<file path="src/rtl/core/ipv6c_pkg.sv">
// ----------------------------------------------------------------------------
// ipv6c_pkg
// Types and constants shared by the ipv6 receive classifier and its parts.
// ----------------------------------------------------------------------------
package ipv6c_pkg;

  // protocol constants
  localparam logic [15:0] IPV6_MIN_LEN  = 16'd40;
  localparam logic [3:0]  IP_VERSION    = 4'd6;
  localparam logic [7:0]  NH_TCP        = 8'd6;
  localparam logic [7:0]  NH_UDP        = 8'd17;
  localparam logic [7:0]  NH_ICMP       = 8'd58;
  localparam logic [15:0] ICMP_MIN_LEN  = 16'd4;
  localparam logic [15:0] ND_MIN_LEN    = 16'd32;
  localparam logic [7:0]  ICMP_ECHO_REQ = 8'd128;
  localparam logic [7:0]  ICMP_NS       = 8'd135;
  localparam logic [7:0]  ICMP_NA       = 8'd136;
  localparam logic [7:0]  MCAST_PREFIX  = 8'hFF;
  localparam logic [63:0] LL_PREFIX     = 64'hFE80_0000_0000_0000;
  localparam logic [15:0] EUI_FILL      = 16'hFFFE;
  localparam logic [7:0]  EUI_UL_BIT    = 8'h02;

  // configuration register indexes
  typedef enum logic [1:0] {
    CFG_ADDR_HIGH = 2'd0,
    CFG_ADDR_LOW  = 2'd1,
    CFG_MAC       = 2'd2
  } cfg_idx_e;

  typedef enum logic [3:0] {
    V_SHORT       = 4'd0,
    V_BAD_VERSION = 4'd1,
    V_NOT_OURS    = 4'd2,
    V_TCP         = 4'd3,
    V_UDP         = 4'd4,
    V_UNKNOWN     = 4'd5,
    V_ICMP_SHORT  = 4'd6,
    V_ECHO        = 4'd7,
    V_NS_LEARNED  = 4'd8,
    V_NA_LEARNED  = 4'd9,
    V_IGNORED     = 4'd10
  } verdict_e;

  typedef enum logic [1:0] {
    OC_NONE     = 2'd0,
    OC_UPDATED  = 2'd1,
    OC_INSERTED = 2'd2,
    OC_FULL     = 2'd3
  } outcome_e;

  typedef enum logic [1:0] {
    ST_IDLE,
    ST_SCAN,
    ST_DONE
  } back_state_e;

  // one received packet
  typedef struct packed {
    logic [15:0] frame_len;
    logic [3:0]  version;
    logic [15:0] pld_len;
    logic [7:0]  nxt_hdr;
    logic [63:0] src_addr_hi;
    logic [63:0] src_addr_lo;
    logic [63:0] dst_addr_hi;
    logic [63:0] dst_addr_lo;
    logic [7:0]  icmp_type;
    logic [63:0] target_hi;
    logic [63:0] target_lo;
    logic [47:0] option_mac;
  } in_word_t;

  // one result
  typedef struct packed {
    verdict_e    verdict;
    logic [15:0] delivered_len;
    outcome_e    cache_outcome;
    logic [5:0]  cache_slot;
  } out_word_t;

  // classified packet handed from front to back
  typedef struct packed {
    verdict_e    verdict;
    logic [15:0] dlen;
    logic        learn;
    logic [63:0] key_hi;
    logic [63:0] key_lo;
    logic [47:0] mac;
  } job_t;

  // one neighbour cache entry
  typedef struct packed {
    logic [63:0] addr_hi;
    logic [63:0] addr_lo;
    logic [47:0] link_addr;
  } entry_t;

endpackage

</file>
<file path="src/rtl/core/ipv6c_front.sv">
// ----------------------------------------------------------------------------
// ipv6c_front
// Holds the address registers and classifies each incoming word into a job.
// ----------------------------------------------------------------------------
module ipv6c_front (
  input  logic               clk_i,
  input  logic               rst_ni,
  input  logic               cfg_we_i,
  input  logic [1:0]         cfg_idx_i,
  input  logic [63:0]        cfg_wdata_i,
  input  ipv6c_pkg::in_word_t in_word_i,
  output ipv6c_pkg::job_t    job_o
);

  logic [63:0] addr_hi_q;
  logic [63:0] addr_lo_q;
  logic [47:0] mac_q;
  logic [63:0] ll_lo;

  // configuration writes
  always_ff @(posedge clk_i or negedge rst_ni) begin
    if (!rst_ni) begin
      addr_hi_q <= '0;
      addr_lo_q <= '0;
      mac_q     <= '0;
    end else if (cfg_we_i) begin
      case (cfg_idx_i)
        ipv6c_pkg::CFG_ADDR_HIGH: addr_hi_q <= cfg_wdata_i;
        ipv6c_pkg::CFG_ADDR_LOW:  addr_lo_q <= cfg_wdata_i;
        ipv6c_pkg::CFG_MAC:       mac_q     <= cfg_wdata_i[47:0];
        default: ;
      endcase
    end
  end

  // eui-64 interface id from the mac
  assign ll_lo = {mac_q[47:40] ^ ipv6c_pkg::EUI_UL_BIT, mac_q[39:24],
                  ipv6c_pkg::EUI_FILL, mac_q[23:0]};

  function automatic logic is_ours(input logic [63:0] hi, input logic [63:0] lo,
                                   input logic [63:0] g_hi, input logic [63:0] g_lo,
                                   input logic [63:0] l_lo);
    is_ours = (hi == g_hi && lo == g_lo) || (hi == ipv6c_pkg::LL_PREFIX && lo == l_lo);
  endfunction

  // classification
  always_comb begin
    job_o         = '0;
    job_o.verdict = ipv6c_pkg::V_IGNORED;
    job_o.key_hi  = in_word_i.target_hi;
    job_o.key_lo  = in_word_i.target_lo;
    job_o.mac     = in_word_i.option_mac;
    if (in_word_i.frame_len < ipv6c_pkg::IPV6_MIN_LEN) begin
      job_o.verdict = ipv6c_pkg::V_SHORT;
    end else if (in_word_i.version != ipv6c_pkg::IP_VERSION) begin
      job_o.verdict = ipv6c_pkg::V_BAD_VERSION;
    end else if (!is_ours(in_word_i.dst_addr_hi, in_word_i.dst_addr_lo,
                          addr_hi_q, addr_lo_q, ll_lo) &&
                 in_word_i.dst_addr_hi[63:56] != ipv6c_pkg::MCAST_PREFIX) begin
      job_o.verdict = ipv6c_pkg::V_NOT_OURS;
    end else if (in_word_i.nxt_hdr == ipv6c_pkg::NH_TCP) begin
      job_o.verdict = ipv6c_pkg::V_TCP;
      job_o.dlen    = in_word_i.pld_len;
    end else if (in_word_i.nxt_hdr == ipv6c_pkg::NH_UDP) begin
      job_o.verdict = ipv6c_pkg::V_UDP;
      job_o.dlen    = in_word_i.pld_len;
    end else if (in_word_i.nxt_hdr != ipv6c_pkg::NH_ICMP) begin
      job_o.verdict = ipv6c_pkg::V_UNKNOWN;
    end else if (in_word_i.pld_len < ipv6c_pkg::ICMP_MIN_LEN) begin
      job_o.verdict = ipv6c_pkg::V_ICMP_SHORT;
    end else begin
      job_o.dlen = in_word_i.pld_len;
      if (in_word_i.icmp_type == ipv6c_pkg::ICMP_ECHO_REQ) begin
        job_o.verdict = ipv6c_pkg::V_ECHO;
      end else if (in_word_i.icmp_type == ipv6c_pkg::ICMP_NS) begin
        // solicitation for us teaches the sender
        if (in_word_i.pld_len >= ipv6c_pkg::ND_MIN_LEN &&
            is_ours(in_word_i.target_hi, in_word_i.target_lo,
                    addr_hi_q, addr_lo_q, ll_lo)) begin
          job_o.verdict = ipv6c_pkg::V_NS_LEARNED;
          job_o.learn   = 1'b1;
          job_o.key_hi  = in_word_i.src_addr_hi;
          job_o.key_lo  = in_word_i.src_addr_lo;
        end
      end else if (in_word_i.icmp_type == ipv6c_pkg::ICMP_NA) begin
        // advertisement teaches the target
        if (in_word_i.pld_len >= ipv6c_pkg::ND_MIN_LEN) begin
          job_o.verdict = ipv6c_pkg::V_NA_LEARNED;
          job_o.learn   = 1'b1;
        end
      end
    end
  end

endmodule

</file>
<file path="config.mk">
export PLATFORM = sky130hd
export DESIGN_NAME = ipv6c_front
export DESIGN_NICKNAME = d
export VERILOG_FILES = /design/src/rtl/core/ipv6c_pkg.sv /design/src/rtl/core/ipv6c_front.sv
export SDC_FILE = /design/constraint.sdc
export NUM_CORES = 1
export LEC_CHECK = 0
export BUFFER_PORTS_ARGS = -buffer_cell sky130_fd_sc_hd__buf_4
export CORE_AREA = 2 2 289 291
export DETAILED_ROUTE_END_ITERATION = 7
export DIE_AREA = 0 0 291 293
export HOLD_SLACK_MARGIN = 0.08
export PLACE_DENSITY = 0.35
export SYNTH_ARGS = -nofsm -noshare
export SYNTH_HDL_FRONTEND = slang
export SYNTH_SLANG_ARGS = --single-unit
export TNS_END_PERCENT = 5
</file>
<file path="constraint.sdc">
create_clock -name clk_i -period 9 [get_ports clk_i]
set_input_delay 1.8 -clock clk_i [delete_from_list [all_inputs] [get_ports clk_i]]
set_output_delay 1.8 -clock clk_i [all_outputs]
set_load 0.02 [all_outputs]
</file>
### Yosys cells after proc, flatten, opt, wreduce, memory -nomap -nowiden

Cells that the tools add are included.

| storage, ports and cells | value |
|---|---|
| bits in registers | 176 |
| output and inout port bits | 197 |
| bits of input ports | 553 |

| operators by class | value |
|---|---|
| bitwise operators | 1 |
| equality and inequality tests | 18 |
| magnitude comparators | 3 |
| reductions and logical operators | 13 |
| muxes and demuxes | 25 |

Operators by type and width:

| operator | number |
|---|---|
| 2-to-1 mux 145 bit | 5 |
| 2-to-1 mux 129 bit | 4 |
| == test 64 bit | 6 |
| == test 64 bit (second input constant) | 2 |
| 2-to-1 mux 128 bit | 1 |
| 2-to-1 mux 20 bit | 2 |
| 2-to-1 mux 4 bit | 8 |
| == test 8 bit (second input constant) | 3 |
| greater-or-equal comparator 16 x 6 -> 1 bit (second input constant) | 1 |
| less-than comparator 16 x 3 -> 1 bit (second input constant) | 1 |
| less-than comparator 16 x 6 -> 1 bit (second input constant) | 1 |
| == test 8 x 3 -> 1 bit (second input constant) | 1 |
| == test 8 x 5 -> 1 bit (second input constant) | 1 |
| != test 8 x 6 -> 1 bit (second input constant) | 1 |
| != test 8 bit (second input constant) | 1 |
| logical AND 1 bit | 6 |
| AND reduction 2 bit | 3 |
| 2-to-1 mux 2 bit | 2 |
| != test 4 x 3 -> 1 bit (second input constant) | 1 |
| 2-to-1 mux 1 bit | 3 |
| == test 2 x 1 -> 1 bit (second input constant) | 1 |
| == test 2 bit (second input constant) | 1 |
| zero test 2 bit | 1 |
| logical OR 1 bit | 2 |
| other kinds (2) | 2 |

### Logic depth before layout (Yosys ltp)

| depth | value |
|---|---|
| word-level depth | 15 |
| depth in mapped cells | 10 |

### Worst setup path before layout

No wires, ideal clock.

| timing path | value |
|---|---|
| kind | input-to-output |
| from | input port in_word_i[118] in the netlist's numbering |
| to | output port job_o[156] in the netlist's numbering |
| buffers on the path | 2 |
| data arrival time | 4.343 ns |
| stages | 10 |
| slack | 2.857 ns |
| path through | or4b_1 > nor4_2 > nand4_1 > or4_1 > nor4_2 > o21a_1 > nor4b_4 > buf_6 > buf_6 > mux2_1 |

RTL lines:

| what | RTL line | text |
|---|---|---|
| from (decl) | ipv6c_front.sv:11 | `input ipv6c_pkg::in_word_t in_word_i,` |
| to (decl) | ipv6c_front.sv:12 | `output ipv6c_pkg::job_t job_o` |

==> qor.csv <==
metric,value,unit
vias per cell,4.323,
Place WS,1.310,ns
post-synthesis sequential area ratio,32.51,%
Post-Layout Inst Area,0.01986,mm2
final setup vio count,0,
Synth Register Bits,176,
prevailing post-synth register cell,dfrtp_1,
Final Non-Filler Cells,2854,
CP Data Arrival Time,5.93,ns
Max Transition Viols Final,0,
Routed Antenna Nets,0,
PwrDens,159.4,mW/mm2
Die Y,293,um
fmax,0.1294,GHz
Overflow after GRT,0,
Synth Area per Inst,11.64,um2
vias in the first global route,13250,
Starting Density,16.55,%
total wire length,103.6,mm
crit path capture type,primary output,
Mapped Area,0.01355,mm2
WS Path Type,in -> out,
Post-Place Cell Area,0.01923,mm2
die area,0.08526,mm2
Final Hold Viols,0,
WL per Instance,36.29,um
clk root buf,clkbuf_16,
vias after detailed routing,12340,
Hold Crit Class,reg -> reg,
# DRC,0,
setup repair bufs after CTS,0,
CP required,7.20,ns
Unique masters post-synth,48,
largest net degree at the start of global routing,66,
Post-CTS Hold Buffers,0,
core area,0.08185,mm2
setup TNS,0,ns
Worst setup SP type,primary input,
first-pass GRT wire length,132.1,mm
Post-synth ARST share,100.0,%
worst skew pair latency,0.46,ns
area delta synth->final,46.59,%
post_cts resized,0,
synth top area cells,"dfrtp_1 (33%), xnor2_1 (18%), mux2_2 (15%), mux2_4 (11%), nand4_1 (4.3%)",
Yosys Warn Count,0,
# IOs,750,
RSZ-0062 raised after global routing,no,
fraction of layout cells with a size suffix above 1,54.89,%
fin util,24.26,%
post-layout min period,7.728,ns
top-count cell post-synth,xnor2_1,
Hold Worst Slack,0.5718,ns
"Worst Setup Slack, final",1.272,ns
Peak VDD IR,0.1028,mV
Final period util,85.87,%
Rows,105,
Max-slew headroom,25.51,%
DP Cell Count,2816,
top cell type's share of synthesized area,32.51,%
Cells after Synth,1164,
most frequent cells after synthesis,"xnor2_1 (279), dfrtp_1 (176), mux2_2 (176), mux2_4 (100), nand4_1 (94)",
Layout Nets,2318,
clk slew on worst S/H paths,0.07,ns
CTS Buffer Depth,2,
hpwl dp,92.29,mm
PortBufs,650,
Die W,291,um
Worst Skew,0,ns
status,"finished, final reports clean",
Worst-Margin Slew,1.107,ns
Total GRT Usage,23.62,%
initial antenna violation count,29,
cell taking the most area after synthesis,dfrtp_1,
CP max FO,50,
static leakage,8.232,nW
maxcap violations,0,
CTS Sinks,176,
number of CTS-inserted buffers,17,
drt pass-1 iters,5,
DRT iter0 DRCs,752,
number of flops mapped to enable cells by yosys,0,
CTS tree,yes,
synthesized net count,1717,
Power Total,3.165,mW
GPL Wtd Cong,0.9166,
CTS HTree Levels,4,
## final timing paths
| kind | from | to | slack, ns | depth (start not counted) |
|---|---|---|---|---|
| min in group asynchronous | rst_ni | addr_hi_q[60]$_DFFE_PN0P_ | 1.37 | 1 |
| max in group asynchronous | rst_ni | addr_hi_q[29]$_DFFE_PN0P_ | 6.23 | 2 |
| hold reg to reg | mac_q[47]$_DFFE_PN0P_ | mac_q[47]$_DFFE_PN0P_ | 0.57 | 1 |
| setup reg to reg | addr_lo_q[39]$_DFFE_PN0P_ | addr_lo_q[39]$_DFFE_PN0P_ | 8.08 | 1 |
| hold / removal | mac_q[47]$_DFFE_PN0P_ | mac_q[47]$_DFFE_PN0P_ | 0.57 | 1 |
| setup / recovery | in_word_i[112] | job_o[171] | 1.27 | 11 |
## final cells by class
| class | instances | area (um2) |
|---|---|---|
| clock inverters | 9 | 131.4 |
| flip-flops and latches | 176 | 4404 |
| diodes | 6 | 15.01 |
| repair buffers | 664 | 5026 |
| clock buffers | 23 | 478.0 |
| fillers | 8835 | 61990 |
| well taps | 1070 | 1339 |
| inverters | 9 | 33.78 |
| multi-input cells | 897 | 8429 |
## worst max-delay path, stage by stage
cell and delay, ns:
buf_4 0.16, nor4_1 0.73, nand4_1 0.38, or4_1 0.57, nor4_2 0.60, o21a_1 0.22, nor4b_4 0.22, buf_4 0.26
buf_12 0.30, mux2_1 0.40, buf_4 0.17
## cell usage in the layout, fill, tap and decap left out, types with 8 or more instances in the layout
master	instances
mux2_1	28
nor4_1	64
and2_1	17
nand4_1	94
mux2_4	100
clkbuf_16	17
mux2_2	176
xor2_1	66
dfrtp_1	176
inv_1	8
buf_4	660
nor2_1	12
xnor2_1	279
## sequential cells by signal, summed over array words and instances (netlist names)
register   flops
addr_hi_q     64
addr_lo_q     64
mac_q         48
## power by group
| part | internal (mW) | switching (mW) |
|---|---|---|
| sequential | 0.941 | 0.211 |
| clock | 0.459 | 0.362 |
| combinational | 0.568 | 0.624 |
| total | 1.97 | 1.20 |
## metal layers
layer  vias up  GRT usage [%]  share of wire [%]
met4        38          4.486                1.6
met2       550          43.69                 52
met3        86          6.082                6.3
met5         -              0               0.24
met1      6299          27.39                 40
li1       5366              -                  -
## logic make-up after synthesis
group	count (synthesis)	synth area share, %
compound gates	18	0.9422
xor+xnor	345	22.31
buf+inv	91	5.339
flops	176	32.51
mux	304	28.04
simple gates	230	10.85
Power figures use the tool's default switching activity.
