--- config.mk ---
export PLATFORM = sky130hd
export DESIGN_NAME = ipv6c_fifo
export DESIGN_NICKNAME = d
export VERILOG_FILES = /design/src/rtl/core/ipv6c_fifo.sv
export SDC_FILE = /design/constraint.sdc
export NUM_CORES = 1
export LEC_CHECK = 0
export ABC_CLOCK_PERIOD_IN_PS = 1920
export BUFFER_PORTS_ARGS = -buffer_cell sky130_fd_sc_hd__buf_2
export CAP_MARGIN = 0
export CELL_PAD_IN_SITES_DETAIL_PLACEMENT = 1
export CELL_PAD_IN_SITES_GLOBAL_PLACEMENT = 1
export CORE_AREA = 10 10 47 49
export DETAILED_ROUTE_END_ITERATION = 8
export DIE_AREA = 0 0 57 59
export GPL_TIMING_DRIVEN = 0
export PLACE_DENSITY = 0.58
export SLEW_MARGIN = 30
export SYNTH_ARGS = -nofsm -noshare
export SYNTH_HDL_FRONTEND = slang
export SYNTH_SLANG_ARGS = --single-unit
--- constraint.sdc ---
create_clock -name clk_i -period 1.92 [get_ports clk_i]
set_input_delay 0.096 -clock clk_i [delete_from_list [all_inputs] [get_ports clk_i]]
set_output_delay 0.096 -clock clk_i [all_outputs]
set_load 0.03 [all_outputs]
--- src/rtl/core/ipv6c_fifo.sv ---
// ----------------------------------------------------------------------------
// ipv6c_fifo
// Small synchronous queue of words of any packed type.
// ----------------------------------------------------------------------------
module ipv6c_fifo #(
  parameter int  DEPTH = 2,
  parameter type T     = logic
) (
  input  logic clk_i,
  input  logic rst_ni,
  input  logic push_i,
  input  T     wdata_i,
  output logic full_o,
  input  logic pop_i,
  output T     rdata_o,
  output logic empty_o
);

  localparam int PTR_W = (DEPTH > 1) ? $clog2(DEPTH) : 1;
  localparam int CNT_W = $clog2(DEPTH + 1);

  T                 mem_q [DEPTH];
  logic [PTR_W-1:0] wr_ptr_q, wr_ptr_d;
  logic [PTR_W-1:0] rd_ptr_q, rd_ptr_d;
  logic [CNT_W-1:0] cnt_q, cnt_d;
  logic             do_push, do_pop;

  assign full_o  = (cnt_q == CNT_W'(DEPTH));
  assign empty_o = (cnt_q == '0);
  assign do_push = push_i && !full_o;
  assign do_pop  = pop_i && !empty_o;
  assign rdata_o = mem_q[rd_ptr_q];

  // pointer and fill count update
  always_comb begin
    wr_ptr_d = wr_ptr_q;
    rd_ptr_d = rd_ptr_q;
    cnt_d    = cnt_q;
    if (do_push) begin
      wr_ptr_d = (wr_ptr_q == PTR_W'(DEPTH - 1)) ? '0 : wr_ptr_q + 1'b1;
    end
    if (do_pop) begin
      rd_ptr_d = (rd_ptr_q == PTR_W'(DEPTH - 1)) ? '0 : rd_ptr_q + 1'b1;
    end
    if (do_push && !do_pop) begin
      cnt_d = cnt_q + 1'b1;
    end else if (do_pop && !do_push) begin
      cnt_d = cnt_q - 1'b1;
    end
  end

  always_ff @(posedge clk_i or negedge rst_ni) begin
    if (!rst_ni) begin
      wr_ptr_q <= '0;
      rd_ptr_q <= '0;
      cnt_q    <= '0;
    end else begin
      wr_ptr_q <= wr_ptr_d;
      rd_ptr_q <= rd_ptr_d;
      cnt_q    <= cnt_d;
    end
  end

  // storage
  always_ff @(posedge clk_i) begin
    if (do_push) begin
      mem_q[wr_ptr_q] <= wdata_i;
    end
  end

endmodule

# ---- After elaboration in Yosys (flattened, before gate mapping)
# Memory sizes are Yosys's and may differ from the RTL's.
# Index checks and enable logic that the tools add are counted.
dict set report word_totals {
  memories 1
  reg_bits 4
  ram_bits 2
  output_inout_bits 3
  wordCells 25
}
dict set report op_classes {
  eq_ne 1
  n_addsub 4
  n_mux 6
  n_reduce_logical 10
}
# memory words width read_ports rd_clocked_by_memory_dff write_ports line
set mem_list {}
lappend mem_list {mem_q 2 1 1 0 1 22} ;# T mem_q [DEPTH];
# operator count
set ops {}
lappend ops {{1-bit logical AND} 4}
lappend ops {{1-bit logical NOT} 4}
lappend ops {{1-bit 2-to-1 mux} 4}
lappend ops {{2-bit 2-to-1 mux} 2}
lappend ops {{1-bit adder (second input constant)} 2}
lappend ops {{2-bit by 1-bit adder with 2-bit output (second input constant)} 1}
lappend ops {{2-bit == test (second input constant)} 1}
lappend ops {{2-bit logical NOT} 1}
lappend ops {{2-bit nonzero test} 1}
lappend ops {{2-bit by 1-bit subtractor with 2-bit output (second input constant)} 1}

# ---- Depth between registers and ports, before layout
# Gate-level depths: netlist of run 1.
dict set report logic_depth {
  ltp_word 7
  ltp_mapped 7
}

# ---- Worst setup path before layout of run 1
# OpenSTA, ideal clock, no wires.
dict set report synth_timing {
  path_type {flip-flop to flip-flop}
  startpoint {reg cnt_q[0]}
  endpoint {reg cnt_q[1]}
  arrival_ns 1.282
  period_less_slack_ns 1.361
  setup_ns 0.079
  t_required_ns 1.841
  setup_slack_ns 0.559
  n_path_buf 0
  stages_incl_launch_ff 7
  path_cell_list {dfrtp_1 -> nand2b_1 -> nand2_1 -> inv_1 -> ha_1 -> nor2_1 -> xor2_1}
}
dict set report synth_via {
  elab_chain_len 6
  word_cells_on_any_way 15
  classes_between {2 x add/sub; 1 x eq/ne; 2 x mux; 10 x reduce/logical}
}
# element line
set synth_rtl {}
lappend synth_rtl {{from (decl)} 25} ;# logic [CNT_W-1:0] cnt_q, cnt_d;
lappend synth_rtl {{from (signal assigned)} 60} ;# cnt_q <= cnt_d;
lappend synth_rtl {{2-bit == test / 2-bit logical NOT (equally long branches)} {28, 29}}
lappend synth_rtl {{1-bit logical NOT, on equally long branches} {30, 31}}
lappend synth_rtl {{1-bit logical AND, on equally long branches} {30, 31}}
lappend synth_rtl {{1-bit logical NOT, on equally long branches} {47, 45}}
lappend synth_rtl {{1-bit logical AND, on equally long branches} {47, 45}}
lappend synth_rtl {{2-bit nonzero test (no line) / 2-bit 2-to-1 mux (equally long branches)} -}
# Several ways; a longest one is shown, not always the timed one. The select of a mux whose other input is x is not followed.
# A chain may end at the register's enable or synchronous reset.

# ---- Worst setup path in the final report of run 1
# Ends and elaborated chain as after synthesis.

==> results of run 1 <==
-- registers in the layout, indices dropped and copies added (netlist names) --
register,cells
mem_q,2
wr_ptr_q,1
cnt_q,2
rd_ptr_q,1
-- cell families (layout without fill, tap and decap cells) --
family	Yosys count	count (layout)
XOR/XNOR	5	5
flip-flops	6	6
buffers and inverters	2	14
AO/OA/AOI/OAI	1	1
adder cells (fa/ha/maj)	1	1
AND/OR/NAND/NOR	6	6
multiplexers	1	1
-- worst min-delay path by stage --
stage	to	slack, ns	depth (start not counted)
6_report	mem_q[0]	0.04	1
5_1_grt	mem_q[0]	0.04	1
4_1_cts	mem_q[0]	0.03	1
3_5_place_dp	cnt_q[1]	-0.09	1
3_3_place_gp	cnt_q[0]	-0.1	1
2_1_floorplan	cnt_q[0]	-0.20	0
-- metrics by stage --
| stage | worst slack, ns | std cells | util | instance area [sq um] |
|---|---|---|---|---|
| 3_5_place_dp | 0.420 | 45 | 0.230 | 323 |
| 3_3_place_gp | 0.494 | 45 | 0.230 | 323 |
| 4_1_cts | 0.398 | 50 | 0.256 | 359 |
| 2_1_floorplan | 0.559 | 22 | - | 268 |
| 6_report | 0.425 | 50 | 0.256 | 359 |
| 5_1_grt | 0.298 | 50 | 0.256 | 359 |
-- report_power, final --
part	total [mW]	internal, mW	switching [mW]
Combinational	0.268	0.116	0.152
Sequential	0.243	0.192	0.0506
Clock	0.130	0.0791	0.0507
Total	0.641	0.387	0.254
-- placed cells by master, fill, tap and decap left out --
master         netlist  layout
inv_1                2       2
mux2_2               1       1
edfxtp_1             2       2
nand2_1              1       1
nor2_1               3       3
clkbuf_4             0       3
xor2_1               2       2
dfrtp_1              4       4
buf_2                0       7
nand2b_1             1       1
ha_1                 1       1
xnor2_1              3       3
o21ai_1              1       1
clkbuf_1             0       1
and3_1               1       1
dlygate4sd3_1        0       1
-- timing repair --
action,CTS,global route
setup endpoints to repair,0,0
hold buffers,1,0
endpoints found under the hold margin,4,0
-- final cells by class --
class,count,area share
sequential,6,0.446
tap,16,0.0557
inverter,2,0.0209
multi-input combinational,14,0.279
timing repair buffer,8,0.125
clock buffer,4,0.0732
-- per-layer routing --
metal | track usage | wire length (microns) | vias up
li1 | - | - | 94
met1 | 0.0385 | 240 | 86
met2 | 0.0605 | 241 | 10
met3 | 0.0386 | 77 | 2
met4 | 0.0503 | 17 | 0
met5 | 0 | 0 | -
-- critical path, cell delays in order (launching register included) --
cell and delay (ns):
dfrtp_1 0.42, nand2b_1 0.19, nand2_1 0.13, inv_1 0.06, ha_1 0.19, xor2_1 0.15, nor2_1 0.12, xor2_1 0.15
==> impl_metrics.tcl, run 1 <==
set metrics [dict create \
    synth_fa_ha_area_frac 0.0467 \
    startpoint "cnt_q[0]" \
    grt_pass1_vias 230 \
    die-area_sq_um 3360 \
    synth.most_common_cell "dfrtp_1" \
    cts_buffers 3 \
    period_share 0.779 \
    grt_remaining_overflow 0 \
    slew_violations 0 \
    cp_data_required_time_ns 2.09 \
    synth_mux_area_frac 0.0421 \
    synth_nets 28 \
    setup_viol 0 \
    critPathLaunchType "flop" \
    rows 14 \
    multi_input_area_sq_um 100 \
    cp.arrival_ns 1.67 \
    timing.rr.start "cnt_q[0]" \
    finalSetupTns_ns 0 \
    worst_skew_pair.late_latency_ns 0.25 \
    wirelength_microns 577 \
    avgSynthCellArea_sq_um 12.2 \
    ioPinCount 8 \
    r2r_slack_ns 0.43 \
    hold_slack_ns 0.0414 \
    drcViolationCount 0 \
    rr_worst_depth 7 \
    power_per_cell_area_nw_per_um2 1780 \
    max_freq_ghz 0.669 \
    drtAntennaViolNets 0 \
    postCtsSetupRepairBufs 0 \
    grt_pass1_wl_microns 1050 \
    wl_per_cell_microns 11.5 \
    drv_cap 0 \
    fin_crit_ns 1.49 \
    synthArstFlopShare 0.667 \
    htreeDepth 1 \
    fillers 170 \
    clkTransAtPathRegs_ns 0.05 \
    status "complete, no violations" \
    min_path_type "in2reg" \
    drt_iter0_drc 4 \
    yosys.area.top_type "dfrtp_1" \
    yosysWarnings 0 \
    rsz0062_at_grt "no" \
    antenna_found_initial 0 \
    clock_tree.buffer_depth 2 \
    crit_fanout 5 \
    synth_top_family_by_area "XOR/XNOR gates" \
    routed_via_density 3.84 \
    peakVddDrop_uv 484 \
    yosys.area_share.simple 0.103 \
    hold_start "wdata_i" \
    seqCellArea_sq_um 160 \
    tightest_slew_ns 0.200 \
    r2r-end "cnt_q[1]" \
    synth_top_area_frac 0.374 \
    synth_compound_area_frac 0.0187 \
    die_y_microns 59 \
    synth_top_flop_cell "dfrtp_1" \
    ys_seq_area_frac 0.598 \
    fin_nets 41 \
    cts_tree "done" \
    io_buffers 7 \
    power.leakage_nw 0.174 \
    slew_headroom 0.866 \
    ys_types 12 \
    core_area_sq_um 1400 \
    skew_ns 0.00194 \
    path_class "reg2reg" \
    grt_max_degree 6 \
    clock-sinks 6 \
    synth-seq-cells 6 \
    drive_gt1_frac 0.324 \
    die_width_microns 57 \
    syn_area_sq_um 268 \
    hold_viol_final 0 \
    syn_inst 22 \
    power.total_uw 641 \
    ys_top_cells_by_count "dfrtp_1, nor2_1, xnor2_1" \
    cts-resized-gates 0 \
    root_buffer "clkbuf_4" \
    areaGrowthSynthToFinish_pct 34.1 \
    drtPass1Iterations 2 \
    track_usage 0.0452 \
    post_synth_xor_area_fraction 0.164 \
    vias 192 \
    gp_congestion 0.715 \
    synth_edf_count 2 \
    cp-end-kind "flop" \
    start_util 0.191 \
    ys_top_cells_by_area "dfrtp_1, edfxtp_1, xnor2_1" \
    diodes 0 \
    cp-endpoint "cnt_q[1]" \
]
Note: power is estimated with default switching activity, not from simulation.
==> run 2: changes to the inputs <==
--- a/config.mk
+++ b/config.mk
@@ -5,7 +5,7 @@
 export SDC_FILE = /design/constraint.sdc
 export NUM_CORES = 1
 export LEC_CHECK = 0
-export ABC_CLOCK_PERIOD_IN_PS = 1920
+export ABC_CLOCK_PERIOD_IN_PS = 1300
 export BUFFER_PORTS_ARGS = -buffer_cell sky130_fd_sc_hd__buf_2
 export CAP_MARGIN = 0
 export CELL_PAD_IN_SITES_DETAIL_PLACEMENT = 1
@@ -14,7 +14,7 @@
 export DETAILED_ROUTE_END_ITERATION = 8
 export DIE_AREA = 0 0 57 59
 export GPL_TIMING_DRIVEN = 0
-export PLACE_DENSITY = 0.58
+export PLACE_DENSITY = 0.59
 export SLEW_MARGIN = 30
 export SYNTH_ARGS = -nofsm -noshare
 export SYNTH_HDL_FRONTEND = slang
==> constraint.sdc (replaced) <==
create_clock -name clk_i -period 1.3 [get_ports clk_i]
set_input_delay 0.065 -clock clk_i [delete_from_list [all_inputs] [get_ports clk_i]]
set_output_delay 0.065 -clock clk_i [all_outputs]
set_load 0.03 [all_outputs]
==> run 2 against run 1 <==
Net effect:
- the run now ends with negative setup slack left
- critical path type unchanged
- die area is the same
- maximum frequency up 12%
- via count increased by 10%
- clock power grew 44%
- count of clock-buffer cells in the layout unchanged
- setup slack worse by 0.46 ns
- register-to-register slack lost 0.46 ns
- worst hold slack got worse by 0.029 ns
- largest cell class unchanged
- cell area grew 17%
==> impl_metrics.tcl, run 2 (synthesis results as in run 1) <==
set metrics [dict create \
    routed_via_density 3.93 \
    layout_common_cells "buf_2, buf_4" \
    wirelength_microns 634 \
    finalSetupTns_ns -0.0363 \
    grt_max_degree 5 \
    worst_hold_path.endpoint "mem_q[0]" \
    drv_cap 0 \
    setup_viol 1 \
    hold_start "wdata_i" \
    failed_checks "negative setup slack" \
    fin_nets 45 \
    crit_fanout 4 \
    r2r_slack_ns -0.04 \
    numPlacedInstances 45 \
    core_area_sq_um 1400 \
    grt_pass1_vias 267 \
    critPathLaunchType "flop" \
    met2_usage 0.0698 \
    status "finished with violations" \
    power.leakage_nw 0.200 \
    hold_viol_final 0 \
    io_buffers 7 \
    drt_iter0_drc 0 \
    fillers 171 \
    root_buffer "clkbuf_4" \
    antenna_found_initial 0 \
    die_width_microns 57 \
    top_usage_layer "met2" \
    cp.arrival_ns 1.46 \
    post-route-util 0.301 \
    period_share 1.03 \
    drtAntennaViolNets 0 \
    power.total_mw 1.10 \
    drive_gt1_frac 0.553 \
    gp_congestion 0.697 \
    grt_pass1_wl_microns 1080 \
    pre_cts_ws_ns -0.106 \
    cp_data_required_time_ns 1.42 \
    skew_ns 0.00744 \
    place_area_sq_um 340 \
    htreeDepth 1 \
    diodes 0 \
    power_per_cell_area_nw_per_um2 2610 \
    start_util 0.191 \
    final_area_sq_um 422 \
    setup_ws_ns -0.0363 \
    tightest_slew_ns 0.233 \
    grt_remaining_overflow 0 \
    slew_headroom 0.844 \
    clock-sinks 6 \
    vias 212 \
    final_cells 54 \
    worst_skew_pair.late_latency_ns 0.25 \
    met1_usage 0.0384 \
    timing.rr.start "cnt_q[1]" \
    max_freq_ghz 0.748 \
    rsz0062_at_grt "yes" \
    rows 14 \
    drcViolationCount 0 \
    cts_buffers 3 \
    rr_worst_depth 5 \
    r2r-end "cnt_q[1]" \
    path_class "reg2reg" \
    cp-end-kind "flop" \
    final_common_cell "buf_2" \
    track_usage 0.0438 \
    fin_crit_ns 1.34 \
    slew_violations 0 \
    ioPinCount 8 \
    die_y_microns 59 \
    cts_tree "done" \
    min_path_type "in2reg" \
    min_path_cells 1 \
    top_regs "cnt_q x2, mem_q x2" \
    drtPass1Iterations 1 \
    areaGrowthSynthToFinish_pct 57.5 \
    clkTransAtPathRegs_ns 0.05 \
    globalRouteMet3Util 0.0386 \
    wl_per_cell_microns 11.7 \
    clock_tree.buffer_depth 2 \
    peakVddDrop_uv 774 \
    hold_slack_ns 0.0120 \
    die-area_sq_um 3360 \
]
[run 2: cell count changes in the layout (fill, tap and decap cells not counted)]
cell / change
buf_4: +4
dfrtp_1: -1
dfrtp_2: +1
ha_1: -1
ha_4: +1
inv_1: -1
inv_2: +1
nand2_1: -1
nand2_4: +1
nand2b_1: -1
nand2b_4: +1
o21ai_1: -1
o21ai_2: +1
[run 2: worst max-delay path: stages, from the launching register on]
cell and delay, ns:
dfrtp_2 0.44, o21ai_2 0.23, ha_4 0.17, xor2_1 0.15, nor2_1 0.08, xor2_1 0.14
[run 2: repair_timing]
item | CTS | global route
hold endpoints to repair | 4 | 0
gates resized for setup | 3 | 1
pin swaps | 4 | 3
endpoints found under the setup margin | 1 | 1
setup buffers | 3 | 1
hold buffers | 1 | 0
gates cloned | 0 | 0
[run 2: cell type report]
type                       count  area, sq um  share of cell area
inverter                       2         7.51              0.0178
timing repair buffer          12         75.1               0.178
sequential                     6          161               0.383
multi-input combinational     14          131               0.312
clock buffer                   4         26.3              0.0623
tap                           16         20.0              0.0475
[run 2: how the worst max path moves through the flow]
stage,startpoint,to,cells past startpoint
floorplan,cnt_q[0],cnt_q[1],7
global placement,cnt_q[1],cnt_q[1],5
detailed placement,cnt_q[0],cnt_q[1],7
CTS,cnt_q[0],cnt_q[1],7
global route,cnt_q[0],cnt_q[1],7
finish,cnt_q[1],cnt_q[1],5
[run 2: report_power, final]
part	internal, mW	switching [mW]	total (mW)
Sequential	0.287	0.0780	0.365
Combinational	0.270	0.278	0.549
Clock	0.116	0.0703	0.187
[run 2: per-layer routing]
layer / vias up / part of all wire
met1: 101 / 0.38
met3: 2 / 0.099
met5: - / 0
li1: 101 / -
met2: 8 / 0.51
met4: 0 / 0.013
==> run 3: changes to the inputs <==
--- a/config.mk
+++ b/config.mk
@@ -11,6 +11,7 @@
 export CELL_PAD_IN_SITES_DETAIL_PLACEMENT = 1
 export CELL_PAD_IN_SITES_GLOBAL_PLACEMENT = 1
 export CORE_AREA = 10 10 47 49
+export CTS_BUF_LIST = sky130_fd_sc_hd__clkbuf_8
 export DETAILED_ROUTE_END_ITERATION = 8
 export DIE_AREA = 0 0 57 59
 export GPL_TIMING_DRIVEN = 0
==> run 3 against run 2 <==
Net effect:
- the run still ends with negative setup slack left
- total power grew 13%
- register-to-register slack got worse by 0.02 ns
- first-iteration DRC count up 1
- wire length increased by 3.2%
==> impl_metrics.tcl, run 3 (synthesis results as in run 1) <==
set metrics [dict create \
    setup_ws_ns -0.0571 \
    tightest_slew_ns 0.174 \
    cp-end-kind "flop" \
    diodes 0 \
    failed_checks "negative setup slack" \
    die_y_microns 59 \
    core_area_sq_um 1400 \
    globalRouteMet3Util 0.0386 \
    areaGrowthSynthToFinish_pct 70.6 \
    wl_per_cell_microns 11.9 \
    met2_usage 0.0729 \
    clock_tree.buffer_depth 2 \
    slew_headroom 0.884 \
    ioPinCount 8 \
    drtPass1Iterations 2 \
    setup_viol 2 \
    top_regs "cnt_q x2, mem_q x2" \
    cp.arrival_ns 1.49 \
    worst_skew_pair.late_latency_ns 0.22 \
    pre_cts_ws_ns -0.106 \
    grt_pass1_wl_microns 1100 \
    path_common_cell "xor2_1" \
    fin_crit_ns 1.36 \
    clkTransAtPathRegs_ns 0.04 \
    gp_congestion 0.697 \
    cp_data_required_time_ns 1.44 \
    status "finished with violations" \
    routed_via_density 3.87 \
    grt_max_degree 5 \
    drt_iter0_drc 1 \
    cp_cell_sequence "nand2b_4 > nand2_4 > inv_2 > ha_4 > xor2_1 > nor2_1 > xor2_1" \
    cts_buffers 3 \
    die_width_microns 57 \
    drtAntennaViolNets 0 \
    place_area_sq_um 340 \
    critPathMaxStageDelay_ns 0.42 \
    track_usage 0.0433 \
    power.leakage_nw 0.217 \
    final_area_sq_um 457 \
    path_class "reg2reg" \
    start_util 0.191 \
    slew_violations 0 \
    critPathLaunchType "flop" \
    drive_gt1_frac 0.590 \
    rows 14 \
    skew_ns 0.00407 \
    vias 213 \
    final_common_cell "buf_2" \
    rsz0062_at_grt "yes" \
    drv_cap 0 \
    max_freq_ghz 0.737 \
    root_buffer "clkbuf_8" \
    finalSetupTns_ns -0.100 \
    fin_nets 46 \
    top_usage_layer "met2" \
    antenna_found_initial 0 \
    period_share 1.04 \
    power_per_cell_area_nw_per_um2 2720 \
    peakVddDrop_uv 829 \
    cts_tree "done" \
    hold_slack_ns 0.0387 \
    grt_pass1_vias 273 \
    crit_fanout 3 \
    drcViolationCount 0 \
    io_buffers 7 \
    grt_remaining_overflow 0 \
    clock-sinks 6 \
    layout_common_cells "buf_2, buf_4, nor2_1, xnor2_1, clkbuf_8" \
    met1_usage 0.0383 \
    hold_viol_final 0 \
    wirelength_microns 654 \
    htreeDepth 1 \
    die-area_sq_um 3360 \
    cp_slowest_cell "dfrtp_2" \
    min_path_type "in2reg" \
]
## run 3: area by class of cell
cell class	count	area, sq um
Tap cell	16	20.0
Fill cell	166	945
Timing Repair Buffer	13	82.6
Multi-Input combinational cell	14	139
Inverter	2	7.51
Clock buffer	3	41.3
Clock inverter	1	3.75
Sequential cell	6	163
## run 3: what timing repair did
action | 4_1_cts | 5_1_grt
setup endpoints to repair | 1 | 1
buffers inserted | 3 | 2
hold endpoints to repair | 4 | 0
gates resized for setup | 5 | 1
hold buffers | 1 | 0
pin swaps | 4 | 2
## run 3: per-stage QoR
step	cells	util	total power, mW
after floorplan	22	-	0.699
after global placement	45	0.243	0.783
after detailed placement	45	0.243	0.805
after CTS	53	0.310	1.20
after global routing	55	0.326	1.34
final	55	0.326	1.24
## run 3: report_power, final
part	switching, mW	internal (mW)	leakage [nW]
sequential	0.0878	0.291	0.0632
clock	0.0819	0.203	0.0269
combinational	0.284	0.294	0.127
## run 3: critical path, delay by kind of cell (launching register included)
kind | cells | cell delay [ns]
buf+inv | 1 | 0.04
fa+ha+maj | 1 | 0.15
flops | 1 | 0.42
simple gates | 3 | 0.37
xor+xnor | 2 | 0.29
## run 3: path summary, 6_finish.rpt
check / startpoint / to / slack, ns / depth (start not counted)
setup / recovery: cnt_q[0] / cnt_q[1] / -0.06 / 7
hold / removal: wdata_i / mem_q[0] / 0.04 / 1
setup reg to reg: cnt_q[0] / cnt_q[1] / -0.06 / 7
hold reg to reg: rd_ptr_q / rd_ptr_q / 0.48 / 1
max in group asynchronous: rst_ni / cnt_q[0] / 0.98 / 2
min in group asynchronous: rst_ni / wr_ptr_q / 0.18 / 2
## run 3: per-layer routing
metal	vias up	wire (microns)	share of wire
li1	103	-	-
met1	100	243	0.37
met2	8	339	0.52
met3	2	60	0.092
met4	0	10	0.015
met5	-	0	0
